[src/rtl/chkv_pkg.sv]
// Shared types and constants of the chained hash key-value store.
package chkv_pkg;
   localparam int HASH_BITS    = 12;
   localparam int POOL_NODES   = 16384;
   localparam int KEY_LETTERS  = 10;
   localparam int LETTER_BITS  = 5;
   localparam int KEY_W        = LETTER_BITS * KEY_LETTERS;
   localparam int DATA_W       = 32;
   localparam int BUCKETS      = 1 << HASH_BITS;
   localparam int NODE_BITS    = $clog2(POOL_NODES);
   localparam int POOL_CNT_W   = $clog2(POOL_NODES + 1);
   localparam int LETTER_CNT_W = $clog2(KEY_LETTERS + 1);
   localparam int HASH_START   = 5381;
   localparam int Q_DEPTH      = 2;
   localparam int QPTR_W       = $clog2(Q_DEPTH);
   localparam int QCNT_W       = $clog2(Q_DEPTH + 1);
   localparam int REQ_TDATA_W  = ((KEY_W + DATA_W + 7) / 8) * 8;

   typedef enum logic [1:0] {
      OP_ADD    = 2'd0,
      OP_FIND   = 2'd1,
      OP_REMOVE = 2'd2,
      OP_CLEAR  = 2'd3
   } op_type;

   typedef enum logic [1:0] {
      ST_OK        = 2'd0,
      ST_NOT_FOUND = 2'd1,
      ST_POOL_FULL = 2'd2
   } status_type;

   typedef struct packed {
      op_type                 op;
      logic [KEY_W-1:0]       key;
      logic [DATA_W-1:0]      data;
      logic [HASH_BITS-1:0]   bucket;
   } job_type;

   typedef struct packed {
      logic                 vld;
      logic [NODE_BITS-1:0] idx;
   } link_type;

   typedef enum logic [1:0] {
      F_IDLE,
      F_HASH,
      F_PUSH
   } front_state_type;

   typedef enum logic [1:0] {
      B_SWEEP,
      B_IDLE,
      B_HEAD,
      B_NODE
   } back_state_type;
endpackage

[src/rtl/chkv_queue.sv]
// Short job queue between front end and back end.
module chkv_queue (
   input  logic              clock,
   input  logic              reset,
   input  logic              push_valid,
   input  chkv_pkg::job_type push_job,
   output logic              q_full,
   input  logic              pop,
   output logic              q_valid,
   output chkv_pkg::job_type q_job
);
   chkv_pkg::job_type           slot_ff [chkv_pkg::Q_DEPTH];
   logic [chkv_pkg::QPTR_W-1:0] wp_ff, wp_in, rp_ff, rp_in;
   logic [chkv_pkg::QCNT_W-1:0] cnt_ff, cnt_in;
   logic                        do_push, do_pop;

   assign q_full  = cnt_ff == chkv_pkg::QCNT_W'(chkv_pkg::Q_DEPTH);
   assign q_valid = cnt_ff != '0;
   assign q_job   = slot_ff[rp_ff];
   assign do_push = push_valid && !q_full;
   assign do_pop  = pop && q_valid;

   always_comb begin
      wp_in  = wp_ff;
      rp_in  = rp_ff;
      cnt_in = cnt_ff;
      if (do_push) begin
         wp_in = (wp_ff == chkv_pkg::QPTR_W'(chkv_pkg::Q_DEPTH - 1)) ? '0 : wp_ff + 1'b1;
      end
      if (do_pop) begin
         rp_in = (rp_ff == chkv_pkg::QPTR_W'(chkv_pkg::Q_DEPTH - 1)) ? '0 : rp_ff + 1'b1;
      end
      if (do_push && !do_pop) begin
         cnt_in = cnt_ff + 1'b1;
      end else if (do_pop && !do_push) begin
         cnt_in = cnt_ff - 1'b1;
      end
   end

   always_ff @(posedge clock) begin
      if (reset) begin
         wp_ff  <= '0;
         rp_ff  <= '0;
         cnt_ff <= '0;
      end else begin
         wp_ff  <= wp_in;
         rp_ff  <= rp_in;
         cnt_ff <= cnt_in;
      end
      if (do_push) begin
         slot_ff[wp_ff] <= push_job;
      end
   end
endmodule

[config.mk]
export PLATFORM = sky130hd
export DESIGN_NAME = chkv_queue
export DESIGN_NICKNAME = d
export VERILOG_FILES = /design/src/rtl/chkv_pkg.sv /design/src/rtl/chkv_queue.sv
export SDC_FILE = /design/constraint.sdc
export NUM_CORES = 1
export LEC_CHECK = 0
export CAP_MARGIN = 0
export CORE_AREA = 2 2 160 162
export DETAILED_ROUTE_END_ITERATION = 8
export DIE_AREA = 0 0 162 164
export DONT_BUFFER_PORTS = 1
export GPL_TIMING_DRIVEN = 0
export PLACE_DENSITY_LB_ADDON = 0.08
export SYNTH_ARGS = -nofsm -noshare
export SYNTH_HDL_FRONTEND = slang
export SYNTH_SLANG_ARGS = --single-unit
[constraint.sdc]
create_clock -name clock -period 3.39 [get_ports clock]
set_input_delay 0.339 -clock clock [delete_from_list [all_inputs] [get_ports clock]]
set_output_delay 0.339 -clock clock [all_outputs]
set_load 0.02 [all_outputs]
# [After elaboration in Yosys (flattened, before gate mapping)]
# Memory sizes are Yosys's and may differ from the RTL's. A register that Yosys moved wholly into a read port is not among the register bits.
# Cells that the tools add are included.
[word_totals] regBits=4 out_inout_bits=98 elab_cells=26 memories=1 inputBits=100 ram_bits=192
[memory_table] name="slot_ff" words=2 word_bits=96 rd=1 rd_ports_with_merged_regs=1 write_ports=1 line="chkv_queue.sv:12" text="chkv_pkg::job_type slot_ff [chkv_pkg::Q_DEPTH];"
[classes] eq_ne=1 n_reduce_logical=9 add_sub_neg=4 muxes=8
[ops] cell="$mux W1" n=6
[ops] cell="$logic_and A1 B1 Y1" n=4
[ops] cell="$mux W2" n=2
[ops] cell="$reduce_bool A2 Y1" n=2
[ops] cell="$logic_not A1 Y1" n=3
[ops] cell="$add A1 B1 Y1 const B" n=2
[ops] cell="$add A2 B1 Y2 const B" n=1
[ops] cell="$eq A2 B2 Y1 const B" n=1
[ops] cell="$sub A2 B1 Y2 const B" n=1

# [Depth between registers and ports, before layout]
# Gate-level depths: netlist of run 1.
[depth] ltp_word=7 depth_mapped=6 depth_no_buf=6

# [Worst setup path before layout of run 1]
# OpenSTA, ideal clock, no wires.
[synth_path] path_kind="reg2reg" start="register cnt_ff[1] (netlist name)" end="memory slot_ff[1][0] (netlist name), enable pin" slack_ps=43 setup_ps=466 path_stages_with_launch=4 synth_period_minus_slack_ps=3347 t_required_ps=2924 t_arrival_ps=2881 n_path_buf=0 cell_sequence="dfxtp_1 -> nor2b_2 -> nor2_1 -> and2_1"
[synth_via] elab_chain_len=5
[synth_lines] item="start: declaration" line="chkv_queue.sv:14" text="logic [chkv_pkg::QCNT_W-1:0] cnt_ff, cnt_in;"
[synth_lines] item="start signal: assignment" line="chkv_queue.sv:48" text="cnt_ff <= cnt_in;"
[synth_lines] item="$eq A2 B2 Y1" line="chkv_queue.sv:17" text="assign q_full = cnt_ff == chkv_pkg::QCNT_W'(chkv_pkg::Q_DEPTH);"
[synth_lines] item="via q_full" line="chkv_queue.sv:7" text="output logic q_full,"
[synth_lines] item="$logic_not A1 Y1" line="chkv_queue.sv:20" text="assign do_push = push_valid && !q_full;"
[synth_lines] item="$logic_and A1 B1 Y1" line="chkv_queue.sv:20"
[synth_lines] item="$mux W1" line="chkv_queue.sv:50" text="if (do_push) begin"
[synth_lines] item="$mux W1 (not written as such)" line="chkv_queue.sv:51" text="slot_ff[wp_ff] <= push_job;"
[synth_lines] item="end: declaration" line="chkv_queue.sv:12"
# The timed path passes the listed nets, and every way through them passes these cells.

# [Final worst setup path of run 1]
[layout_path] start="register cnt_ff[0] (netlist name)" end="memory slot_ff[0][75] (netlist name), enable pin"
# The elaborated chain is that of the path after synthesis.

==> results_dict.tcl, run 1 <==
set metrics [dict create \
    status "finished, final reports clean" \
    fin_skew_ps 7.19 \
    pre_cts_ws_ps 1200 \
    multi_input_area_um2 1350 \
    hold_depth 3 \
    routabilityCongestion 0.631 \
    synth-adder-area-share_pct 0.170 \
    p_comb_share_pct 27.8 \
    tightest_slew_ps 686 \
    synth-xor-area-share_pct 0.358 \
    ys_seq_elements 197 \
    crit_fanout 54 \
    place.port_buffers 0 \
    root_buffer "clkbuf_16" \
    drc 0 \
    crit_path_max_incr_delay_ps 470 \
    drt_wl_total_mm 14.0 \
    setup.worst_path.start_class "flip-flop" \
    ff_latch_area_um2 5870 \
    first_iter_violations 205 \
    slew_viol_final 0 \
    viasPerCell 4.23 \
    cp.required_ps 3480 \
    p_seq_share_pct 45.1 \
    dieArea_um2 26600 \
    grt.overflow.total 0 \
    setup_violations 0 \
    synth_flop_cell "edfxtp_1" \
    reg2reg_setup_slack_ps 1230 \
    die_w_um 162 \
    rsz0062_at_grt "no" \
    drive_above_1_share_pct 31.7 \
    cp_slowest_cell "inv_4" \
    grt_pass1_wl_mm 20.9 \
    synth-simple-area-share_pct 0.664 \
    antenna_found_initial 0 \
    p_int_w 0.00476 \
    ys_seq_area_share_pct 79.8 \
    clk_pin_slew_ps 70 \
    initial_core_util_pct 29.6 \
    cts_num_sinks 197 \
    synthCells 324 \
    postCtsSetupRepairBufs 0 \
    tritoncts "done" \
    path_cells "nor2b_2, or3_1, inv_4, buf_16" \
    wl_per_cell_um 17.9 \
    p_sw_w 0.00217 \
    synth_warnings 0 \
    grt_usage_pct 10.6 \
    clockBufferDepth 2 \
    clock_power_share_pct 27.1 \
    rows 58 \
    first_global_vias 3627 \
    switching_share_pct 31.3 \
    synth_area_um2 7350 \
    synth-compound-area-share_pct 0.341 \
    io_pins 198 \
    async_flop_share_pct 0 \
    hp-start "push_valid" \
    h-tree-depth 4 \
    postRouteAntennaNets 0 \
    dp_hpwl_mm 9.00 \
    timing.rr.start "cnt_ff[0]$_SDFFE_PP0P_" \
    dr.pass1.iters 4 \
    crit_path_end_kind "flip-flop" \
    hp-class "input port to flip-flop" \
    rr_worst_depth 4 \
    crit_arrival_ps 2250 \
    grt_max_degree 55 \
    die-height_um 164 \
    maxSlewHeadroom_pct 54.3 \
    cap_violations 0 \
    cts_buffers 17 \
    nNetsFinal 543 \
    power_density_nw_per_um2 742 \
    hold_end "wp_ff$_SDFFE_PP0N_" \
    ys_types 18 \
    insertion_delay_ps 420 \
    p_leak_nw 3.16 \
    min_period_ps 2160 \
    vias 3318 \
    core_area_um2 24800 \
    path_class "flip-flop to flip-flop" \
    fin_crit_sh_pct 63.6 \
    synthesis.nets 425 \
    synth_edf_count 192 \
    fin_ws_ps 1230 \
    fmax_mhz 464 \
    hold_viol_final 0 \
    syn_to_final_growth_pct 27.1 \
    r2r_end "slot_ff[0][75]$_DFFE_PP_" \
    synthMuxAreaShare_pct 16.8 \
    syn_area_per_cell_um2 22.7 \
    peakVddDrop_v 0.000374 \
    fillers 2359 \
    synth_top_family_by_area "multiplexers" \
    final_core_util_pct 37.6 \
]
area by class of cell:
cell class                 instances  share of cell area [%]
timing repair buffer              99                    11.0
sequential                       197                    62.8
inverter                           2                   0.107
antenna                            1                  0.0268
multi-input combinational        114                    14.4
clock inverter                    14                    1.29
buffer                            11                    1.41
clock buffer                      17                    4.55
tap                              330                    4.42
critical path: cells and delay by family, from the launching register on:
family,cells,cell delay (ps)
and+or+nand+nor,2,520
DFF,1,430
buffers and inverters,2,810
power by group through the flow:
stage	logic [W]	clock network [W]	registers (W)
final	0.00193	0.00188	0.00313
after global routing	0.00206	0.00205	0.00316
after CTS	0.00199	0.00196	0.00313
after detailed placement	0.00187	0	0.00319
after global placement	0.00184	0	0.00323
after floorplan	0.00153	0	0.00319
cell families (layout without fill, tap and decap cells):
family                     Yosys count  count (layout)
AOI/OAI and AO/OA                    5               5
buffers and inverters               13             143
other                                0               1
xor gates and xnor gates             3               3
and+or+nand+nor                      9               9
adders and majority gates            1               1
muxes                               96              96
DFF                                197             197
worst max-delay path by stage:
stage                           startpoint                  endpoint  slack [ps]  cells after the start
finish              cnt_ff[0]$_SDFFE_PP0P_  slot_ff[0][75]$_DFFE_PP_        1230                      4
global route        cnt_ff[0]$_SDFFE_PP0P_  slot_ff[0][75]$_DFFE_PP_        1040                      4
CTS                 cnt_ff[0]$_SDFFE_PP0P_  slot_ff[0][92]$_DFFE_PP_        1190                      4
detailed placement  cnt_ff[0]$_SDFFE_PP0P_  slot_ff[0][62]$_DFFE_PP_        1200                      4
global placement    cnt_ff[0]$_SDFFE_PP0P_  slot_ff[1][61]$_DFFE_PP_       -1580                      3
floorplan           cnt_ff[1]$_SDFFE_PP0P_   slot_ff[1][0]$_DFFE_PP_          40                      3
metrics by stage:
step / setup TNS (ps) / instances / total power (W) / hold WS, ps / area (um^2)
global placement: -260140 / 654 / 0.00507 / 412 / 7760
detailed placement: 0 / 656 / 0.00506 / 414 / 7820
CTS: 0 / 784 / 0.00708 / 209 / 9340
finish: 0 / 785 / 0.00693 / 232 / 9340
floorplan: 0 / 324 / 0.00472 / 408 / 7350
global route: 0 / 784 / 0.00727 / 285 / 9340
cells in the mapped netlist (2+ instances only):
master	n	area share (%)
inv_1	2	0.10
dfxtp_1	5	1.4
mux2_2	56	8.6
mux2_4	40	8.2
nor2_1	4	0.20
buf_2	5	0.34
o21ai_0	3	0.20
xor2_1	3	0.36
a21oi_1	2	0.14
or3_1	2	0.17
buf_12	4	1.1
edfxtp_1	192	78
flip-flops by register name, indices dropped and copies added, names as in the netlist, named ones only:
register,count
cnt_ff,2
rp_ff,1
slot_ff,192
wp_ff,1
cell usage in the layout (no fill, tap or decap), drive strengths merged, types with 2 or more instances in the layout:
cell	count
edfxtp	192
clkinv	8
clkbuf	17
or3	2
mux2	96
dfxtp	5
dlygate4sd3	97
a21oi	2
xor2	3
buf	13
nor2	4
o21ai	3
inv	7
layer usage:
| metal | global-route usage, % | wire [um] |
|---|---|---|
| met2 | 16.7 | 6650 |
| met3 | 4.70 | 1260 |
| met5 | 0 | 0 |
| met4 | 3.86 | 164 |
| met1 | 13.0 | 5930 |
timing repair:
action                     in CTS  in global routing
hold endpoints to repair      197                  0
hold buffers                   97                  0
setup endpoints to repair       0                  0
resized for setup               0                  0
Power figures use the tool's default switching activity.
==> inputs of run 2 (changes only) <==
ABC_AREA = 1   (was not set)
clock period = 2.2 ns   (was 3.39 ns; I/O delays follow)
==> results_dict.tcl, run 2 <==
set metrics [dict create \
    slew_viol_final 0 \
    layout_commonest_cell "edfxtp_1" \
    min_period_ps 1990 \
    first_global_vias 3652 \
    fmax_mhz 503 \
    fin_crit_sh_pct 90.4 \
    ys_top_cells_by_count "edfxtp_1 (192), mux2_2 (56), mux2_4 (40)" \
    ys_types 16 \
    setup.worst_path.start_class "flip-flop" \
    syn_to_final_growth_pct 30.5 \
    postCtsSetupRepairBufs 0 \
    io_pins 198 \
    synth-simple-area-share_pct 0.985 \
    startpoint "cnt_ff[1]$_SDFFE_PP0P_" \
    maxSlewHeadroom_pct 52.0 \
    max_flop_register "slot_ff" \
    hp-start "push_valid" \
    timing.rr.start "cnt_ff[1]$_SDFFE_PP0P_" \
    hp-class "input port to flip-flop" \
    syn_area_per_cell_um2 21.9 \
    cts_buffers 17 \
    wl_per_cell_um 17.4 \
    grt_pass1_wl_mm 21.2 \
    clk_pin_slew_ps 80 \
    drc 0 \
    antenna_found_initial 1 \
    synthMuxAreaShare_pct 16.7 \
    dr.pass1.iters 5 \
    cts_num_sinks 197 \
    setup_violations 0 \
    crit_path_end_kind "flip-flop" \
    synth-xor-area-share_pct 0 \
    tritoncts "done" \
    reg2reg_setup_slack_ps 210 \
    synth_top_cell_by_area "edfxtp_1" \
    viasPerCell 4.22 \
    async_flop_share_pct 0 \
    synthCells 336 \
    top_regs "slot_ff: 192 flops, cnt_ff: 2 flops" \
    synth_warnings 0 \
    fin_skew_ps 20.6 \
    cts_hold_buf 99 \
    cts.repair.resized 0 \
    grt.overflow.total 0 \
    rows 58 \
    dp_hpwl_mm 9.46 \
    grt_max_degree 30 \
    root_buffer "clkbuf_16" \
    drive_above_1_share_pct 32.1 \
    status "finished, final reports clean" \
    synth-adder-area-share_pct 0.170 \
    h-tree-depth 4 \
    synth_area_um2 7370 \
    cp.required_ps 2320 \
    ys_seq_area_share_pct 79.6 \
    vias 3395 \
    power_density_nw_per_um2 1140 \
    nNetsFinal 562 \
    first_iter_violations 179 \
    yosys.area.top_type_share_pct 78.2 \
    die_w_um 162 \
    synth_top_family_by_area "multiplexers" \
    grt_usage_pct 10.8 \
    final_cell_mix "edfxtp_1 (192), dlygate4sd3_1 (99), mux2_2 (56)" \
    synth_edf_count 192 \
    peakVddDrop_v 0.000491 \
    insertion_delay_ps 430 \
    final_core_util_pct 38.8 \
    p_leak_nw 3.30 \
    largest_reg_flops 192 \
    synth.most_common_cell "edfxtp_1" \
    core_area_um2 24800 \
    rsz0062_at_grt "no" \
    place.port_buffers 0 \
    cap_violations 0 \
    postRouteAntennaNets 0 \
    ys_top_cells_by_area "edfxtp_1 (78%), mux2_2 (8.6%), mux2_4 (8.2%), dfxtp_1 (1.4%), buf_12 (1.1%)" \
    crit_arrival_ps 2110 \
    initial_core_util_pct 29.7 \
    synth_flop_cell "edfxtp_1" \
    dieArea_um2 26600 \
    synthesis.nets 437 \
    die-height_um 164 \
    drt_wl_total_mm 14.0 \
    fin_hold_ws_ps 78.6 \
    path_class "flip-flop to flip-flop" \
    crit_fanout 20 \
    hold_viol_final 0 \
    routabilityCongestion 0.691 \
    clockBufferDepth 2 \
    ys_seq_elements 197 \
    synth-compound-area-share_pct 0.340 \
    tightest_slew_ps 718 \
]
## run 2: cells by family after synthesis
logic type                 after synthesis
buffers and inverters                   19
adders and majority gates                1
AOI/OAI and AO/OA                        5
and+or+nand+nor                         18
DFF                                    197
muxes                                   96
## run 2: power by group
group / total [W] / leakage, nW / switching [W] / internal (W)
Combinational: 0.00276 / 1.14 / 0.00169 / 0.00108
Clock: 0.00338 / 0.319 / 0.00151 / 0.00187
Sequential: 0.00485 / 1.83 / 0.000117 / 0.00473
Total: 0.0110 / 3.30 / 0.00331 / 0.00768
## run 2: metal layers
layer | up-vias | routed length, um | global-route usage, %
met5 | - | 0 | 0
met4 | 0 | 141 | 3.98
met3 | 8 | 1410 | 5.28
met2 | 136 | 6670 | 16.7
met1 | 1681 | 5770 | 13.0
li1 | 1570 | - | -
## run 2: path summary, 6_finish.rpt
check | endpoint | cells after the start
worst min-delay path | wp_ff$_SDFFE_PP0N_ | 3
worst max register to register | slot_ff[1][59]$_DFFE_PP_ | 6
worst min register to register | wp_ff$_SDFFE_PP0N_ | 2
worst max-delay path | slot_ff[1][59]$_DFFE_PP_ | 6
## run 2: critical path: stages (launching register included)
cell and delay, ps:
dfxtp_1 320, inv_2 100, o21ai_4 90, nor2_4 560
buf_16 240, buf_16 170, buf_16 180
## run 2: metrics by stage
step                      std cells  TNS (ps)  power (W)  setup WS (ps)  cell area (um^2)
after global placement          666   -204590    0.00749          -1080              7810
after global routing            805         0     0.0115           59.3              9620
final                           805         0     0.0110            212              9620
after floorplan                 336    -20540    0.00702           -117              7400
after detailed placement        673         0    0.00761            198              7970
after CTS                       804         0     0.0112            173              9620
## run 2: area by class of cell
cell class / count / area, um^2
repair buffers: 106 / 1150
flip-flops and latches: 197 / 5870
inverters: 8 / 30.0
multi-input cells: 120 / 1370
clock buffers: 17 / 425
clock inverters: 15 / 228
plain buffers: 11 / 131
fillers: 2326 / 15200
well taps: 330 / 413
diodes: 1 / 2.50
