`src/rtl/chkv_pkg.sv`:
```
// Shared types and constants of the chained hash key-value store.
package chkv_pkg;
   localparam int HASH_BITS    = 12;
   localparam int POOL_NODES   = 16384;
   localparam int KEY_LETTERS  = 10;
   localparam int LETTER_BITS  = 5;
   localparam int KEY_W        = LETTER_BITS * KEY_LETTERS;
   localparam int DATA_W       = 32;
   localparam int BUCKETS      = 1 << HASH_BITS;
   localparam int NODE_BITS    = $clog2(POOL_NODES);
   localparam int POOL_CNT_W   = $clog2(POOL_NODES + 1);
   localparam int LETTER_CNT_W = $clog2(KEY_LETTERS + 1);
   localparam int HASH_START   = 5381;
   localparam int Q_DEPTH      = 2;
   localparam int QPTR_W       = $clog2(Q_DEPTH);
   localparam int QCNT_W       = $clog2(Q_DEPTH + 1);
   localparam int REQ_TDATA_W  = ((KEY_W + DATA_W + 7) / 8) * 8;

   typedef enum logic [1:0] {
      OP_ADD    = 2'd0,
      OP_FIND   = 2'd1,
      OP_REMOVE = 2'd2,
      OP_CLEAR  = 2'd3
   } op_type;

   typedef enum logic [1:0] {
      ST_OK        = 2'd0,
      ST_NOT_FOUND = 2'd1,
      ST_POOL_FULL = 2'd2
   } status_type;

   typedef struct packed {
      op_type                 op;
      logic [KEY_W-1:0]       key;
      logic [DATA_W-1:0]      data;
      logic [HASH_BITS-1:0]   bucket;
   } job_type;

   typedef struct packed {
      logic                 vld;
      logic [NODE_BITS-1:0] idx;
   } link_type;

   typedef enum logic [1:0] {
      F_IDLE,
      F_HASH,
      F_PUSH
   } front_state_type;

   typedef enum logic [1:0] {
      B_SWEEP,
      B_IDLE,
      B_HEAD,
      B_NODE
   } back_state_type;
endpackage

```
`src/rtl/chkv_front.sv`:
```
// Front end: takes a request, trims the key and hashes it one letter per cycle.
module chkv_front (
   input  logic                                clock,
   input  logic                                reset,
   input  logic                                req_tvalid,
   output logic                                req_tready,
   input  logic [1:0]                          req_type,
   input  logic [chkv_pkg::KEY_W-1:0]          key_chars,
   input  logic [chkv_pkg::DATA_W-1:0]         data_in,
   input  logic                                init_busy,
   output logic                                push_valid,
   output chkv_pkg::job_type                   push_job,
   input  logic                                q_full
);
   chkv_pkg::front_state_type state_ff, state_in;
   logic [chkv_pkg::KEY_W-1:0]        raw_ff, raw_in;
   logic [chkv_pkg::KEY_W-1:0]        norm_ff, norm_in;
   logic [chkv_pkg::HASH_BITS-1:0]    hash_ff, hash_in;
   logic [chkv_pkg::LETTER_CNT_W-1:0] cnt_ff, cnt_in;
   logic                              stop_ff, stop_in;
   chkv_pkg::op_type                  op_ff, op_in;
   logic [chkv_pkg::DATA_W-1:0]       value_ff, value_in;
   logic [chkv_pkg::LETTER_BITS-1:0]  letter;
   logic                              keep;

   always_ff @(posedge clock) begin
      if (reset) begin
         state_ff <= chkv_pkg::F_IDLE;
      end else begin
         state_ff <= state_in;
      end
      raw_ff   <= raw_in;
      norm_ff  <= norm_in;
      hash_ff  <= hash_in;
      cnt_ff   <= cnt_in;
      stop_ff  <= stop_in;
      op_ff    <= op_in;
      value_ff <= value_in;
   end

   assign letter = raw_ff[chkv_pkg::LETTER_BITS-1:0];
   assign keep   = !stop_ff && (letter != '0);

   always_comb begin
      state_in   = state_ff;
      raw_in     = raw_ff;
      norm_in    = norm_ff;
      hash_in    = hash_ff;
      cnt_in     = cnt_ff;
      stop_in    = stop_ff;
      op_in      = op_ff;
      value_in   = value_ff;
      req_tready = 1'b0;
      push_valid = 1'b0;
      case (state_ff)
         chkv_pkg::F_IDLE: begin
            req_tready = !init_busy;
            if (req_tvalid && !init_busy) begin
               raw_in    = key_chars;
               norm_in   = '0;
               hash_in   = chkv_pkg::HASH_BITS'(chkv_pkg::HASH_START);
               cnt_in    = '0;
               stop_in   = 1'b0;
               op_in     = chkv_pkg::op_type'(req_type);
               value_in  = data_in;
               state_in  = chkv_pkg::F_HASH;
            end
         end
         chkv_pkg::F_HASH: begin
            raw_in  = raw_ff >> chkv_pkg::LETTER_BITS;
            norm_in = (norm_ff >> chkv_pkg::LETTER_BITS) |
                      (chkv_pkg::KEY_W'(keep ? letter : '0)
                       << (chkv_pkg::KEY_W - chkv_pkg::LETTER_BITS));
            if (keep) begin
               hash_in = (hash_ff << 5) + hash_ff + chkv_pkg::HASH_BITS'(letter);
            end
            stop_in = !keep;
            cnt_in  = cnt_ff + 1'b1;
            if (cnt_ff == chkv_pkg::LETTER_CNT_W'(chkv_pkg::KEY_LETTERS - 1)) begin
               state_in = chkv_pkg::F_PUSH;
            end
         end
         chkv_pkg::F_PUSH: begin
            push_valid = 1'b1;
            if (!q_full) begin
               state_in = chkv_pkg::F_IDLE;
            end
         end
         default: state_in = chkv_pkg::F_IDLE;
      endcase
   end

   assign push_job.op     = op_ff;
   assign push_job.key    = norm_ff;
   assign push_job.data   = value_ff;
   assign push_job.bucket = hash_ff;
endmodule

```
`config.mk`:
```
export PLATFORM = sky130hd
export DESIGN_NAME = chkv_front
export DESIGN_NICKNAME = d
export VERILOG_FILES = /design/src/rtl/chkv_pkg.sv /design/src/rtl/chkv_front.sv
export SDC_FILE = /design/constraint.sdc
export NUM_CORES = 1
export LEC_CHECK = 0
export ABC_AREA = 1
export BUFFER_PORTS_ARGS = -buffer_cell sky130_fd_sc_hd__clkbuf_2
export CAP_MARGIN = 20
export CELL_PAD_IN_SITES_DETAIL_PLACEMENT = 2
export CELL_PAD_IN_SITES_GLOBAL_PLACEMENT = 2
export CORE_ASPECT_RATIO = 1.75
export CORE_MARGIN = 1.5
export CORE_UTILIZATION = 35
export CTS_CLUSTER_SIZE = 25
export DETAILED_ROUTE_END_ITERATION = 16
export GPL_TIMING_DRIVEN = 0
export PLACE_DENSITY = 0.85
export SYNTH_ARGS = -nofsm -noshare
export SYNTH_HDL_FRONTEND = slang
export SYNTH_SLANG_ARGS = --single-unit
```
`constraint.sdc`:
```
create_clock -name clock -period 7 [get_ports clock]
set_input_delay 0.35 -clock clock [delete_from_list [all_inputs] [get_ports clock]]
set_output_delay 0.35 -clock clock [all_outputs]
set_load 0.05 [all_outputs]
```
[Word level (Yosys, flattened, before mapping)]
Cells that the tools add are included.
Cells by class
  bitwise operators: 1
  add/subtract/negate cells: 3
  reductions and logical operators: 12
  eq/ne operators: 7
  muxes and demuxes: 18
Operator list (count)
  $pmux W50 S2: 2
  $mux W50: 2
  $or A45 B50 Y50: 1
  $mux W12: 2
  $pmux W12 S2: 1
  $add A12 B12 Y12: 1
  $add A12 B5 Y12: 1
  $ne A2 B2 Y1 const B: 4
  $pmux W4 S2: 1
  $mux W2: 3
  $pmux W2 S3: 1
  $reduce_and A3 Y1: 2
  $mux W5: 1
  $reduce_bool A5 Y1: 1
  $add A4 B1 Y4 const B: 1
  $eq A4 B4 Y1 const B: 1
  $mux W4: 1
  $reduce_and A2 Y1: 2
  $logic_not A1 Y1: 3
  $mux W1: 3
  $eq A2 B1 Y1 const B: 1
  $eq A2 B2 Y1 const B: 1
  $logic_and A1 B1 Y1: 2
  $logic_not A2 Y1: 1
  other kinds (2): 2
Word-level totals
  word-level logic and storage cells: 49
  flip-flop bits (word level): 153
  input bits: 89
  output and inout bits: 98

[Longest topological paths before layout]
Gate-level depths: netlist of the first run.
  word-level depth: 5
  gate-level depth with buffers: 10
  gate-level depth less buffers: 10

[Worst setup path after synthesis of the first run]
Ideal clock, no wire load.
  kind: reg2reg
  start point: reg state_ff[1]
  end point: reg cnt_ff[0] in the netlist's numbering (enable)
  period minus slack after synthesis: 4.527 ns
  required time: 6.532 ns
  cell stages (with the launch flop): 4
  arrival time: 4.059 ns
  slack: 2.473 ns
  cell sequence: dfxtp_1 nor3_1 nand2_1 nand2_1
On the way
  longest elaborated chain between the ends: 3
  elaborated cells on any way between the ends: 5
  those cells by class: 2 x eq/ne; 3 x reduce/logical
RTL lines
  start: declaration: line chkv_front.sv:15  | chkv_pkg::front_state_type state_ff, state_in;
  start signal: assignment: line chkv_front.sv:28  | state_ff <= chkv_pkg::F_IDLE;
  start signal: assignment: line chkv_front.sv:30  | state_ff <= state_in;
  $eq A2 B1 Y1 or $logic_not A2 Y1 (tied branches): line chkv_front.sv:55  | case (state_ff)
  $reduce_bool A2 Y1 (no source line) or $ne A2 B2 Y1 (tied branches)
  $reduce_and A2 Y1 (no source line) (*)
  end signal: assignment: line chkv_front.sv:35  | cnt_ff <= cnt_in;
  end: declaration: line chkv_front.sv:19  | logic [chkv_pkg::LETTER_CNT_W-1:0] cnt_ff, cnt_in;
Mark *: on every way between the ends. The rest lies on a longest branch, timed or not.
A chain may end at the register's enable or synchronous reset.

[Worst setup path in the final report of the first run]
  start point: reg state_ff[0]
  end point: reg raw_ff[9] in the netlist's numbering (enable)
On the way
  longest elaborated chain between the ends: 3
  elaborated cells on any way between the ends: 5
  those cells by class: 2 x eq/ne; 3 x reduce/logical
RTL lines
  $eq A2 B1 Y1 or $logic_not A2 Y1 (tied branches): line chkv_front.sv:55
  $reduce_bool A2 Y1 (no source line) or $ne A2 B2 Y1 (tied branches)
  $reduce_and A2 Y1 (no source line) (*)
  end signal: assignment: line chkv_front.sv:32  | raw_ff <= raw_in;
  end: declaration: line chkv_front.sv:16  | logic [chkv_pkg::KEY_W-1:0] raw_ff, raw_in;
Marks and branches as above.

==> results of run 1 <==
## critical path, stage by stage (launching register included)
cell     delay, ns
dfxtp_1       0.37
inv_2         0.06
nor2_4        0.26
inv_2         0.10
buf_6         0.18
buf_6         0.15
nand2_4       0.48
buf_16        0.35
## area by class of cell
class	instances	area [um2]
flip-flops and latches	153	4570
clock inverters	14	109
well taps	234	293
multi-input cells	324	1450
plain buffers	17	131
fillers	1964	9770
repair buffers	189	986
inverters	84	315
clock buffers	17	425
## worst max-delay path by stage
stage	from	endpoint	slack [ns]	depth (start not counted)
floorplan	state_ff[1]	cnt_ff[0]	2.47	3
global placement	state_ff[0]	raw_ff[48]	2.33	6
detailed placement	state_ff[0]	norm_ff[43]	4.63	7
CTS	state_ff[0]	norm_ff[43]	4.61	7
global route	state_ff[0]	raw_ff[9]	4.49	7
finish	state_ff[0]	raw_ff[9]	4.66	7
## synth_stat cells, types with 2 or more instances
master	instances
xnor2_1	2
inv_2	2
inv_1	82
nand4_1	3
a21oi_1	12
nor3_1	4
buf_6	8
buf_2	6
edfxtp_1	151
o21ai_1	2
ha_1	13
nand3_1	14
o21ai_0	4
clkbuf_1	2
nand2_1	185
dfxtp_1	2
nor2_1	76
## layout by cell type (no fill, tap or decap), drive strengths merged, types with 7 or more instances in the layout
cell type  count
clkbuf       205
nand2        185
edfxtp       151
inv           85
nor2          77
buf           18
nand3         14
ha            13
a21oi         13
clkinv         8
o21ai          7
## kinds of logic after synthesis
family,share of synthesized area [%]
and+or+nand+nor,17.2
DFF,70.8
buffers and inverters,6.91
AOI/OAI and AO/OA,2.01
adders and majority gates,2.83
xor gates and xnor gates,0.271
## flip-flops by register name (all words and copies together) (netlist names)
name and flops:
norm_ff 50, stop_ff 1, state_ff 2, raw_ff 50, op_ff 2, value_ff 32, hash_ff 12, cnt_ff 4
## routing by layer
| metal | share of wire (%) | track usage, % |
|---|---|---|
| met4 | 2.2 | 7.73 |
| met1 | 35 | 20.1 |
| met3 | 5.1 | 4.58 |
| met5 | 0 | 0 |
| met2 | 58 | 40.2 |
## power by group
part | internal (mW) | switching (mW) | total [mW]
sequential | 1.10 | 0.0374 | 1.14
combinational | 0.108 | 0.320 | 0.427
clock | 0.481 | 0.375 | 0.857
==> impl_metrics.json, run 1 <==
{
  "reg2reg_depth": 7,
  "die_y_um": 183,
  "cts_resized": 0,
  "period_share_pct": 33.4,
  "required_ns": 7.09,
  "final_cells": 1032,
  "die_w_um": 106,
  "numCtsBuffers": 17,
  "min_period_ns": 2.34,
  "r2r_setup_slack_ns": 4.66,
  "grt_pass1_wl_um": 29500,
  "initial_core_util_pct": 35.8,
  "hold_start": "data_in[0]",
  "startpoint_type": "flip-flop",
  "dp.final_hpwl_um": 14100,
  "synth_top_area_cell": "edfxtp_1",
  "rows": 65,
  "ir_drop_uv": 142,
  "synth.top_cell.area_share_pct": 70.2,
  "io_buffers": 186,
  "vias_per_cell": 4.66,
  "dr.pass1.iters": 4,
  "synth_seq_area_share_pct": 70.8,
  "grt_max_degree": 62,
  "slew_violations": 0,
  "netlist_area_mm2": 0.00646,
  "avgSynthCellArea_um2": 11.2,
  "synth.area.top_cells": "edfxtp_1 70%, nand2_1 11%, inv_1 4.8%, nor2_1 4.4%, ha_1 2.5%",
  "dr_total_vias": 4804,
  "holdPathStages": 1,
  "place_congestion": 0.797,
  "first_global_vias": 5434,
  "htreeDepth": 4,
  "grt_overflow": 0,
  "nets": 889,
  "hold_end": "value_ff[0]",
  "r2r_end": "raw_ff[9]",
  "cts_setup_buffers": 0,
  "synth_ff_type": "edfxtp_1",
  "dr.first_iter.drc_count": 130,
  "cts_root_buffer": "clkbuf_16",
  "hold_path.class": "in -> reg",
  "hold_buffers": 0,
  "drcViolationCount": 0,
  "critical_path_arrival_ns": 2.43,
  "worst_pin_slew_ns": 0.646,
  "final_util_pct": 45.9,
  "antenna_found_initial": 0,
  "status": "finished clean",
  "synth_edf_count": 151,
  "r2r-start": "state_ff[0]",
  "yosysUniqueCellTypes": 27,
  "drive_above_1_share_pct": 29.7,
  "ys_ff_latch": 153,
  "placed_area_mm2": 0.00775,
  "post_drt_wl_per_cell_um": 18.0,
  "io_pins": 187,
  "dp_slack_ns": 4.63,
  "antenna_cells": 0,
  "place_inst": 1001,
  "yosysWarnings": 0,
  "routed_wl_um": 18600,
  "worst_clock_skew_ns": 0.0153,
  "cts_max_path_buffers": 2,
  "setup_slack_ns": 4.66,
  "die_area_mm2": 0.0193,
  "grt_use_total_pct": 20.4,
  "clk_latency_ns": 0.43,
  "ant_nets": 0,
  "crit_type": "reg -> reg",
  "max_cap_violations": 0,
  "timing.fmax_ghz": 0.427,
  "synthArstFlopShare_pct": 0,
  "syn_inst": 578,
  "finalHoldViolCount": 0,
  "p_leak_nw": 3.84,
  "cts_tree": "yes",
  "cts.sinks": 153,
  "area_delta_synth_final_pct": 28.2,
  "grt_setup_unrepaired": "no",
  "setup_tns_ns": 0,
  "clk_pin_slew_ns": 0.06,
  "final_cell_area_mm2": 0.00828,
  "worstSetupEndpointType": "flip-flop",
  "syn_nets": 681,
  "setup_viol_count_final": 0,
  "core_area_mm2": 0.0181,
  "whs_ns": 0.0964,
  "crit_fanout": 61,
  "p_per_area_mw_per_mm2": 293,
  "max_slew_margin_pct": 57.0,
  "power.total_mw": 2.42
}
No activity file was read; power rests on OpenSTA's default activity.
==> inputs of run 2 (changes only) <==
--- a/config.mk
+++ b/config.mk
@@ -12,11 +12,11 @@
 export CELL_PAD_IN_SITES_GLOBAL_PLACEMENT = 2
 export CORE_ASPECT_RATIO = 1.75
 export CORE_MARGIN = 1.5
-export CORE_UTILIZATION = 35
+export CORE_UTILIZATION = 29
 export CTS_CLUSTER_SIZE = 25
 export DETAILED_ROUTE_END_ITERATION = 16
 export GPL_TIMING_DRIVEN = 0
-export PLACE_DENSITY = 0.85
+export PLACE_DENSITY = 0.75
 export SYNTH_ARGS = -nofsm -noshare
 export SYNTH_HDL_FRONTEND = slang
 export SYNTH_SLANG_ARGS = --single-unit
==> constraint.sdc (replaced) <==
create_clock -name clock -period 2.06 [get_ports clock]
set_input_delay 0.103 -clock clock [delete_from_list [all_inputs] [get_ports clock]]
set_output_delay 0.103 -clock clock [all_outputs]
set_load 0.05 [all_outputs]
==> run 2 against run 1 <==
Against the previous run:
- combinational power rose to 3.8 times the previous value
- largest cell class unchanged
- wire length rose by 22%
- sequential cell count did not move
- clock power rose to 3.8 times the previous value
- clock skew fell by 0.0023 ns
- fmax rose by 21%
- final cell count rose by 15%
- largest power group unchanged
- critical path depth fell by 1
- cell area rose by 13%
- via count rose by 8.8%
- first-iteration DRC count rose by 44%
==> impl_metrics.json, run 2 (synthesis results as in run 1) <==
{
  "worst_clock_skew_ns": 0.0131,
  "dp.final_hpwl_um": 13400,
  "initial_core_util_pct": 29.4,
  "p_leak_nw": 4.23,
  "largestRegisters": "norm_ff x50, raw_ff x50, value_ff x32",
  "setup_slack_ns": 0.124,
  "dr.pass1.iters": 4,
  "numCtsBuffers": 17,
  "ant_nets": 0,
  "clk_latency_ns": 0.44,
  "setup_viol_count_final": 0,
  "period_share_pct": 94.0,
  "routed_wl_um": 22800,
  "dp_slack_ns": -0.401,
  "startpoint_type": "flip-flop",
  "r2r_setup_slack_ns": 0.12,
  "grt_max_degree": 54,
  "p_per_area_mw_per_mm2": 937,
  "final_common_cell": "clkbuf_2",
  "min_period_ns": 1.94,
  "path_buf_inv": 0,
  "io_buffers": 186,
  "dr_total_vias": 5228,
  "antenna_cells": 0,
  "first_global_vias": 6066,
  "grt_use_total_pct": 20.4,
  "ir_drop_uv": 509,
  "place_inst": 1060,
  "drive_above_1_share_pct": 28.2,
  "htreeDepth": 4,
  "core_area_mm2": 0.0220,
  "cp_slowest_cell": "edfxtp_1",
  "antenna_found_initial": 0,
  "timing.fmax_ghz": 0.516,
  "nets": 977,
  "grt_setup_unrepaired": "no",
  "final_cells": 1183,
  "dr.first_iter.drc_count": 187,
  "path_delay_family": "flip-flops",
  "hold_path.class": "in -> reg",
  "cts_tree": "yes",
  "grt_pass1_wl_um": 34600,
  "crit_fanout": 5,
  "io_pins": 187,
  "crit_type": "reg -> reg",
  "path_cells": "ha_1 > nand2_1 > nor2_1 > a21oi_2 > o21ai_0 > nor2_1",
  "max_slew_margin_pct": 52.0,
  "drcViolationCount": 0,
  "die_area_mm2": 0.0232,
  "finalHoldViolCount": 0,
  "rows": 72,
  "required_ns": 2.25,
  "max_cap_violations": 0,
  "cts_max_path_buffers": 2,
  "status": "finished clean",
  "die_w_um": 116,
  "worst_pin_slew_ns": 0.719,
  "slowest_delay_ns": 0.51,
  "slew_violations": 0,
  "path_common_cell": "nor2_1",
  "post_drt_wl_per_cell_um": 19.2,
  "die_y_um": 200,
  "area_delta_synth_final_pct": 44.4,
  "cts_root_buffer": "clkbuf_16",
  "worstSetupEndpointType": "flip-flop",
  "place_congestion": 0.741,
  "final_cell_mix": "186 x clkbuf_2, 183 x nand2_1, 151 x edfxtp_1",
  "fillerInstances": 2400,
  "vias_per_cell": 4.42,
  "cts.sinks": 153,
  "grt_overflow": 0,
  "clk_pin_slew_ns": 0.06,
  "critical_path_arrival_ns": 2.12
}
run 2: cell type report:
cell class,count,area [um2],area share (%)
repair buffers,275,1830,19.6
clock buffers,17,425,4.56
flip-flops and latches,153,4570,49.0
plain buffers,17,131,1.41
clock inverters,15,164,1.76
well taps,296,370,3.97
multi-input cells,325,1510,16.2
repair inverters,1,7.51,0.0805
inverters,84,319,3.42
run 2: final timing paths:
check                                start          end  cells after the start
worst max-delay path            hash_ff[1]   hash_ff[7]                      6
worst min-delay path            req_tvalid  state_ff[0]                      3
worst max register to register  hash_ff[1]   hash_ff[7]                      6
worst min register to register  raw_ff[10]    raw_ff[5]                      2
run 2: repair_timing:
action	CTS	global route
hold endpoints to repair	86	0
hold buffers	86	0
cloned	1	1
setup endpoints to repair	117	154
gates resized for setup	2	4
setup buffers	1	2
pin swaps	2	1
run 2: power breakdown:
part	internal [mW]	switching (mW)	leakage, nW
Sequential	3.75	0.132	1.47
Clock	1.81	1.43	0.284
Combinational	0.477	1.15	2.48
Total	6.03	2.71	4.23
run 2: metal layers:
layer | track usage, % | vias to the layer above | wire length [um]
met5 | 0 | - | 0
met4 | 8.89 | 0 | 884
met3 | 4.50 | 38 | 955
met2 | 40.3 | 154 | 13300
met1 | 19.1 | 2578 | 7660
li1 | - | 2458 | -
run 2: stage by stage:
step           instance area [um2]  hold WS, ns  utilization (%)  setup TNS, ns  power, mW
2_1_floorplan                 6500        0.172                -              0       4.91
3_3_place_gp                  7800        0.280             35.5         -20.53       5.33
3_5_place_dp                  7800        0.282             35.5         -22.75       5.38
4_1_cts                       9300        0.168             42.3              0       8.75
5_1_grt                       9330        0.283             42.5              0       9.09
6_report                      9330        0.243             42.5              0       8.74
run 2: worst reg2reg max path, cell delays in order, from the launching register on:
cell and delay, ns:
edfxtp_1 0.51, ha_1 0.42, nand2_1 0.12, nor2_1 0.27, a21oi_2 0.14, o21ai_0 0.19
nor2_1 0.05
